`src/hw/rtl/gacr_pkg.sv`:
```
// ----------------------------------------------------------------------------
// gacr_pkg
// Shared types and codes for the glyph atlas cell replacement block.
// ----------------------------------------------------------------------------
package gacr_pkg;

    // Fixed field widths of the request and response
    localparam int CMD_W    = 2;
    localparam int TAG_W    = 32;
    localparam int STATUS_W = 2;
    localparam int INDEX_W  = 7;
    localparam int COLUMN_W = 4;
    localparam int ROW_W    = 3;

    // Command codes
    localparam logic [CMD_W-1:0] CMD_LOOKUP = 2'd0;
    localparam logic [CMD_W-1:0] CMD_FRAME  = 2'd1;
    localparam logic [CMD_W-1:0] CMD_FLUSH  = 2'd2;

    // Status codes
    localparam logic [STATUS_W-1:0] ST_HIT     = 2'd0;
    localparam logic [STATUS_W-1:0] ST_PLACED  = 2'd1;
    localparam logic [STATUS_W-1:0] ST_DROPPED = 2'd2;

    typedef struct packed {
        logic [CMD_W-1:0] cmd;
        logic [TAG_W-1:0] glyph_tag;
    } gacr_req_t;

    typedef struct packed {
        logic [STATUS_W-1:0] status;
        logic [INDEX_W-1:0]  cell_index;
        logic [COLUMN_W-1:0] cell_column;
        logic [ROW_W-1:0]    cell_row;
        logic                evicted_valid;
        logic [TAG_W-1:0]    evicted_tag;
    } gacr_rsp_t;

endpackage

```
`src/hw/rtl/gacr_cell_counter.sv`:
```
// ----------------------------------------------------------------------------
// gacr_cell_counter
// Wrapping cell counter that tracks the cell index together with its grid
// column and row, so no division is needed to split an index.
// ----------------------------------------------------------------------------
module gacr_cell_counter
    import gacr_pkg::*;
#(
    parameter int CELLS        = 128,
    parameter int GRID_COLUMNS = 16,
    parameter int IDX_W        = 7,
    parameter int COL_W        = 4
)
(
    input  logic             clk,
    input  logic             rst_n,
    input  logic             clear,
    input  logic             step,
    output logic [IDX_W-1:0] idx,
    output logic [COL_W-1:0] col,
    output logic [IDX_W-1:0] row
);

    localparam logic [IDX_W-1:0] LAST_IDX = IDX_W'(CELLS - 1);
    localparam logic [COL_W-1:0] LAST_COL = COL_W'(GRID_COLUMNS - 1);

    logic [IDX_W-1:0] idx_reg;
    logic [COL_W-1:0] col_reg;
    logic [IDX_W-1:0] row_reg;

    // Advance one cell, wrapping to cell zero after the last one
    always_ff @(posedge clk or negedge rst_n)
    begin
        if (!rst_n)
        begin
            idx_reg <= '0;
            col_reg <= '0;
            row_reg <= '0;
        end
        else if (clear)
        begin
            idx_reg <= '0;
            col_reg <= '0;
            row_reg <= '0;
        end
        else if (step)
        begin
            if (idx_reg == LAST_IDX)
            begin
                idx_reg <= '0;
                col_reg <= '0;
                row_reg <= '0;
            end
            else
            begin
                idx_reg <= idx_reg + 1'b1;
                if (col_reg == LAST_COL)
                begin
                    col_reg <= '0;
                    row_reg <= row_reg + 1'b1;
                end
                else
                begin
                    col_reg <= col_reg + 1'b1;
                end
            end
        end
    end

    assign idx = idx_reg;
    assign col = col_reg;
    assign row = row_reg;

endmodule

```
`config.mk`:
```
export PLATFORM = sky130hd
export DESIGN_NAME = gacr_cell_counter
export DESIGN_NICKNAME = d
export VERILOG_FILES = /design/src/hw/rtl/gacr_pkg.sv /design/src/hw/rtl/gacr_cell_counter.sv
export SDC_FILE = /design/constraint.sdc
export NUM_CORES = 1
export LEC_CHECK = 0
export ABC_AREA = 1
export BUFFER_PORTS_ARGS = -buffer_cell sky130_fd_sc_hd__buf_2
export CORE_MARGIN = 2
export CORE_UTILIZATION = 52
export CTS_CLUSTER_DIAMETER = 60
export DETAILED_ROUTE_END_ITERATION = 6
export PLACE_DENSITY = 0.77
export SLEW_MARGIN = 25
export SYNTH_ARGS = -nofsm -noshare
export SYNTH_HDL_FRONTEND = slang
export SYNTH_SLANG_ARGS = --single-unit
```
`constraint.sdc`:
```
create_clock -name clk -period 1.6 [get_ports clk]
set_input_delay 0.08 -clock clk [delete_from_list [all_inputs] [get_ports clk]]
set_output_delay 0.08 -clock clk [all_outputs]
set_load 0.01 [all_outputs]
```
==> out/results.tsv, run 1 <==
stage	metric	value	unit
flow_run	max-cap viol count	0	
timing	RSZ-0062 raised after global routing	no	
synthesis	asr flop ratio synth	100.0	%
run_status	status	finished, final reports clean	
worst_setup_path	arrival time at the worst endpoint	1.62	ns
cells_and_area	P&R area growth vs syn	18.50	%
clock_tree	CTS tree	built	
die	total core area	1902	µm²
power_and_ir_drop	Sw Ratio	28.65	%
clock_tree	clock tree buffer depth	2	
hold_path	hold path startpoint	step	
synthesis	Post-synth top cells	nand2_1, dfrtp_1, nand3_1	
synthesis	sequential share of the synthesized area	44.12	%
worst_setup_path	Setup crit start	idx[0]	
power_and_ir_drop	Cell Pwr Density	782.5	nW/µm²
timing	Worst Tran Pin Value	0.4055	ns
clock_tree	H-tree Lvls	1	
synthesis	share of the synthesized area in the top cell type	44.12	%
detailed_routing	DRT antenna net count	0	
grt	GRT overflow	0	
power_and_ir_drop	Psw	271.2	µW
synthesis	synth unique cells	22	
cells_and_area	# nets final	165	
timing	Setup TNS	0	ns
timing	count of pins over their slew limit	0	
worst_setup_path	CP Capture Type	flip-flop	
cells_and_area	design area	1210	µm²
power_and_ir_drop	Pleak	0.0006105	µW
worst_setup_path	critical path class	flip-flop to flip-flop	
power_and_ir_drop	P_int	675.5	µW
timing	endpoints failing setup	0	
grt	first-pass GRT wire length	3774	µm
worst_setup_path	crit path max fanout	14	
timing	Fin Hold WS	0.06413	ns
die	Die Wd	48.31	µm
die	row cnt	16	
worst_setup_path	CP required	1.79	ns
worst_setup_path	crit start category	flip-flop	
clock_tree	worst skew pair latency	0.30	ns
timing	Setup Skew	0.006557	ns
hold_path	Hold WC Path Type	input pin to flip-flop	
power_and_ir_drop	combinational share of power	16.0	%
die	Vert. Die Dim	48.31	µm
grt	vias in the first global route	870	
synthesis	most frequent cell after synthesis	nand2_1	
synthesis	post-synth net total	138	
synthesis	cell taking the most area after synthesis	dfrtp_1	
synthesis	ranking of synthesized cells by area	dfrtp_1, nand2_1, nand3_1, inv_1, nor2_1	
synthesis	Synth Register Bits	18	
worst_setup_path	worst path buffer plus inverter count	1	
clock_tree	# clock sinks	18	
worst_setup_path	R2R Path Start	idx[0]	
timing	final worst path period share	89.13	%
die	IO Count	22	
grt	GRT Overall Usage	20.23	%
cells_and_area	FILL cells	169	
synthesis	Post-Synthesis Cells	131	
clock_tree	cts bufs inserted	3	
power_and_ir_drop	maximum VDD drop	0.0004672	V
timing	Final Hold Vio Count	0	
worst_setup_path	CP most frequent cell	nand2_1	
detailed_routing	wire length per cell	11.15	µm
clock_tree	Worst-path clk slew	0.11	ns
cells_and_area	# diodes	0	
synthesis	Most used DFF post-synth	dfrtp_1	
detailed_routing	number of DRC markers after the initial detailed-route iteration	22	
detailed_routing	# DRC	0	
synthesis	YS warnings	0	
worst_setup_path	CP top delay family	simple AND/OR/NAND/NOR gates	
worst_setup_path	crit-path cells	ha_1 > inv_1 > nor2_1 > nand2_1 > nand3_2 > nand2_4 > nand2_1 > o21ai_2	
synthesis	EDFF count, synth	0	
power_and_ir_drop	Sequential Power Share	53.5	%
grt	initial antenna violation count	0	
synthesis	post-synth design cell area	1021	µm²
die	Starting Density	53.68	%
power_and_ir_drop	Clk pwr share	30.4	%
detailed_routing	Avg Vias per Cell	5.054	
timing	Max Freq	701.2	MHz
worst_setup_path	Slowest-stage cell, CP	dfrtp_1	
grt	pin count of the biggest net entering global routing	19	
placed_design	GPL Wtd Cong	0.7969	
clock_tree	Clock Tree Root	clkbuf_4	
placed_design	Buffers on Ports	21	
placed_design	dpl cell area	1156	µm²
worst_setup_path	CP max stage delay	0.43	ns
detailed_routing	number of detailed-route iterations in the first pass	4	
timing	minimum clock period after layout	1.426	ns
die	Die Area	2334	µm²
synthesis	Syn Area/Cell	7.794	µm²
timing	Rel. slew slack	72.96	%
cells_and_area	layout cells sized above 1	24.84	%
detailed_routing	final wirelength	2052	µm
detailed_routing	via count	930	
placed_design	post-detail-place hpwl	1517	µm
[cells in the final DEF (no fill, tap or decap), drive strengths merged, types with 3 or more instances in the layout]
cell type / count
nor2: 14
nand2: 37
nor3: 4
ha: 3
inv: 16
buf: 22
nand3: 17
clkbuf: 4
o21ai: 11
a21oi: 3
dfrtp: 18
[stage by stage]
stage,setup WS (ns),total power [µW],instances,util (%)
floorplan,0.2349,604.0,131,-
global placement,0.1565,661.9,179,60.79
detailed placement,0.1191,666.2,179,60.79
CTS,0.08668,949.5,184,63.22
global route,0.02282,1005,184,63.62
finish,0.1740,946.7,184,63.62
[worst register-to-register path: cells and delay by family, from the launching register on]
kind / cells / cell delay (ns)
buffers and inverters: 1 / 0.07
AOI/OAI and AO/OA: 1 / 0.05
DFF: 1 / 0.43
adders and majority gates: 1 / 0.22
and+or+nand+nor: 5 / 0.55
[what timing repair did]
item | in CTS | in global routing
hold endpoints to repair | 18 | 0
setup buffers | 0 | 0
setup endpoints to repair | 0 | 7
gates resized for setup | 0 | 2
hold buffers | 1 | 0
[path summary, 6_finish.rpt]
kind	to	slack (ns)	cells after the start
worst max-delay path	row[2]	0.17	8
worst min-delay path	col[1]	0.06	3
worst max register to register	row[2]	0.17	8
worst min register to register	col[1]	0.55	2
max in group asynchronous	row[2]	1.08	2
min in group asynchronous	col[0]	0.23	2
[cell families after synthesis]
family | after synthesis | synth area share, %
xor+xnor | 3 | 2.574
simple gates | 75 | 33.58
flops | 18 | 44.12
buf+inv | 17 | 6.984
fa+ha+maj | 3 | 3.677
compound gates | 15 | 9.068
[power by group through the flow]
| stage | Sequential (µW) | Clock [µW] | Combinational, µW |
|---|---|---|---|
| after CTS | 507 | 290 | 153 |
| after detailed placement | 515 | 0 | 151 |
| final | 507 | 288 | 152 |
| after floorplan | 527 | 0 | 76.9 |
| after global placement | 515 | 0 | 147 |
| after global routing | 512 | 321 | 172 |
[cell type report]
cell class	count	area, µm²	area share, %
Clock buffer	4	36.28	2.999
Timing Repair Buffer	23	122.6	10.13
Sequential cell	18	450.4	37.23
Inverter	16	60.06	4.964
Tap cell	27	33.78	2.792
Multi-Input combinational cell	96	506.7	41.88
[layer usage]
layer / part of all wire [%] / vias to the layer above / global-route usage (%) / wire length [µm]
li1: - / 474 / - / -
met1: 46 / 425 / 27.47 / 938
met2: 49 / 29 / 33.10 / 998
met3: 5.1 / 2 / 4.012 / 105
met4: 0.49 / 0 / 5.714 / 10
met5: 0 / - / 0 / 0
Power figures use the tool's default switching activity.
==> inputs of run 2 (changes only) <==
--- a/config.mk
+++ b/config.mk
@@ -6,7 +6,7 @@
 export NUM_CORES = 1
 export LEC_CHECK = 0
 export ABC_AREA = 1
-export BUFFER_PORTS_ARGS = -buffer_cell sky130_fd_sc_hd__buf_2
+export BUFFER_PORTS_ARGS = -buffer_cell sky130_fd_sc_hd__clkbuf_2
 export CORE_MARGIN = 2
 export CORE_UTILIZATION = 52
 export CTS_CLUSTER_DIAMETER = 60
==> out/results.tsv, run 2 (synthesized netlist as in run 1, its figures left out) <==
stage	metric	value	unit	change
placed_design	dpl cell area	1156	µm²	unchanged
timing	Final Hold Vio Count	0		unchanged
detailed_routing	DRT antenna net count	0		unchanged
power_and_ir_drop	total power	887.0	µW	was 946.7 µW
placed_design	GPL Wtd Cong	0.7975		was 0.7969
grt	pin count of the biggest net entering global routing	19		unchanged
die	Die Area	2334	µm²	unchanged
cells_and_area	design area	1207	µm²	was 1210 µm²
placed_design	post-detail-place hpwl	1599	µm	was 1517 µm
hold_path	Hold WC Path Type	input pin to flip-flop		unchanged
clock_tree	Worst-path clk slew	0.10	ns	was 0.11 ns
grt	GRT overflow	0		unchanged
die	Die Wd	48.31	µm	unchanged
worst_setup_path	critical path class	flip-flop to flip-flop		unchanged
timing	minimum clock period after layout	1.525	ns	was 1.426 ns
power_and_ir_drop	Psw	263.0	µW	was 271.2 µW
detailed_routing	number of DRC markers after the initial detailed-route iteration	27		was 22
die	total core area	1902	µm²	unchanged
detailed_routing	via count	968		was 930
cells_and_area	commonest non-fill, non-tap cell in the layout	nand2_1		unchanged
timing	Rel. slew slack	69.44	%	was 72.96%
worst_setup_path	CP most frequent cell	nand2_1		unchanged
clock_tree	# clock sinks	18		unchanged
worst_setup_path	CP required	1.79	ns	about the same
die	row cnt	16		unchanged
timing	count of pins over their slew limit	0		unchanged
clock_tree	worst skew pair latency	0.29	ns	was 0.30 ns
worst_setup_path	crit path max fanout	14		unchanged
timing	final worst path period share	95.29	%	was 89.13%
die	IO Count	22		unchanged
cells_and_area	layout cells sized above 1	24.84	%	unchanged
cells_and_area	P&R area growth vs syn	18.26	%	was 18.50%
power_and_ir_drop	maximum VDD drop	0.0004430	V	was 0.0004672 V
detailed_routing	# DRC	0		unchanged
timing	Fin Hold WS	0.07519	ns	was 0.06413 ns
detailed_routing	Avg Vias per Cell	5.261		was 5.054
grt	first-pass GRT wire length	3877	µm	was 3774 µm
power_and_ir_drop	Clk pwr share	25.3	%	was 30.4%
clock_tree	clock tree buffer depth	2		unchanged
power_and_ir_drop	Pleak	0.0005935	µW	was 0.0006105 µW
worst_setup_path	crit start category	flip-flop		unchanged
detailed_routing	final wirelength	2232	µm	was 2052 µm
timing	endpoints failing setup	0		unchanged
worst_setup_path	arrival time at the worst endpoint	1.71	ns	was 1.62 ns
grt	vias in the first global route	921		was 870
cells_and_area	most frequent cells in the layout	nand2_1, clkbuf_2, dfrtp_1, nand3_1, inv_1		was nand2_1, buf_2, dfrtp_1, nand3_1, inv_1
power_and_ir_drop	combinational share of power	17.3	%	was 16.0%
clock_tree	CTS tree	built		unchanged
detailed_routing	wire length per cell	12.13	µm	was 11.15 µm
power_and_ir_drop	Sw Ratio	29.65	%	was 28.65%
power_and_ir_drop	Sequential Power Share	57.5	%	was 53.5%
timing	Setup TNS	0	ns	unchanged
die	Vert. Die Dim	48.31	µm	unchanged
power_and_ir_drop	P_int	624.0	µW	was 675.5 µW
flow_run	max-cap viol count	0		unchanged
clock_tree	Post-CTS Setup Bufs	0		unchanged
grt	initial antenna violation count	0		unchanged
die	Starting Density	53.68	%	unchanged
timing	Setup Skew	0.003390	ns	was 0.006557 ns
cells_and_area	# nets final	166		was 165
timing	Max Freq	655.9	MHz	was 701.2 MHz
clock_tree	cts bufs inserted	3		unchanged
worst_setup_path	CP Capture Type	flip-flop		unchanged
worst_setup_path	crit-path cells	ha_1 > inv_1 > nor2_1 > nand2_1 > nand3_2 > nand2_4 > nand2_1 > o21ai_2		unchanged
clock_tree	H-tree Lvls	1		unchanged
timing	Worst Tran Pin Value	0.4584	ns	was 0.4055 ns
cells_and_area	FILL cells	167		was 169
power_and_ir_drop	Cell Pwr Density	734.6	nW/µm²	was 782.5 nW/µm²
grt	GRT Overall Usage	20.68	%	was 20.23%
detailed_routing	number of detailed-route iterations in the first pass	4		unchanged
worst_setup_path	CP max stage delay	0.44	ns	was 0.43 ns
clock_tree	Clock Tree Root	clkbuf_4		unchanged
cells_and_area	# diodes	0		unchanged
run_status	status	finished, final reports clean		unchanged
placed_design	Buffers on Ports	21		unchanged
worst_setup_path	Slowest-stage cell, CP	dfrtp_1		unchanged
==> run 2: changes by cell type in the layout (fill, tap and decap cells not counted) <==
| cell | delta |
|---|---|
| buf_2 | -21 |
| clkbuf_2 | +21 |
| clkbuf_8 | -1 |
| nor2_4 | +1 |
==> run 2: path summary, 6_finish.rpt <==
path,from,to,slack (ns),cells past startpoint
setup / recovery,idx[0],row[2],0.08,8
hold / removal,step,col[1],0.08,3
setup reg to reg,idx[0],row[2],0.08,8
hold reg to reg,idx[1],idx[1],0.56,2
max in group asynchronous,rst_n,idx[5],1.03,2
min in group asynchronous,rst_n,col[2],0.25,2
==> run 2: layer usage <==
layer	global-route usage, %	vias up	wire length [µm]
met5	0	-	0
met4	8.095	0	46
met3	3.086	6	74
met2	36.81	28	1124
met1	25.20	454	985
li1	-	480	-
==> run 2: power groups by stage <==
stage,Combinational [µW],Clock (µW),Sequential (µW)
final,153,224,510
after floorplan,76.9,0,527
after global placement,147,0,516
after detailed placement,152,0,517
after global routing,173,259,515
after CTS,154,233,509
==> run 2: layout make-up <==
type | count | area (µm²) | share of cell area (%)
Clock buffer | 3 | 22.52 | 1.865
Inverter | 16 | 60.06 | 4.974
Multi-Input combinational cell | 97 | 518.0 | 42.90
Sequential cell | 18 | 450.4 | 37.31
Tap cell | 27 | 33.78 | 2.798
Timing Repair Buffer | 23 | 122.6 | 10.16
==> run 2: worst max-delay path: cells and delay by family (launching register included) <==
family / cells / cell delay (ns)
buf+inv: 1 / 0.09
simple gates: 5 / 0.61
fa+ha+maj: 1 / 0.23
compound gates: 1 / 0.05
flops: 1 / 0.44
==> run 2: what timing repair did <==
action / in CTS / in global routing
endpoints found under the setup margin: 0 / 10
endpoints found under the hold margin: 18 / 0
hold buffers: 1 / 0
resized for setup: 0 / 3
==> run 2: stage by stage <==
step	util [%]	worst slack [ns]	std cells
2_1_floorplan	-	0.2349	131
6_report	63.49	0.07542	184
5_1_grt	63.49	-0.03355	184
3_5_place_dp	60.79	0.06222	179
4_1_cts	62.50	0.04199	183
3_3_place_gp	60.79	0.1622	179
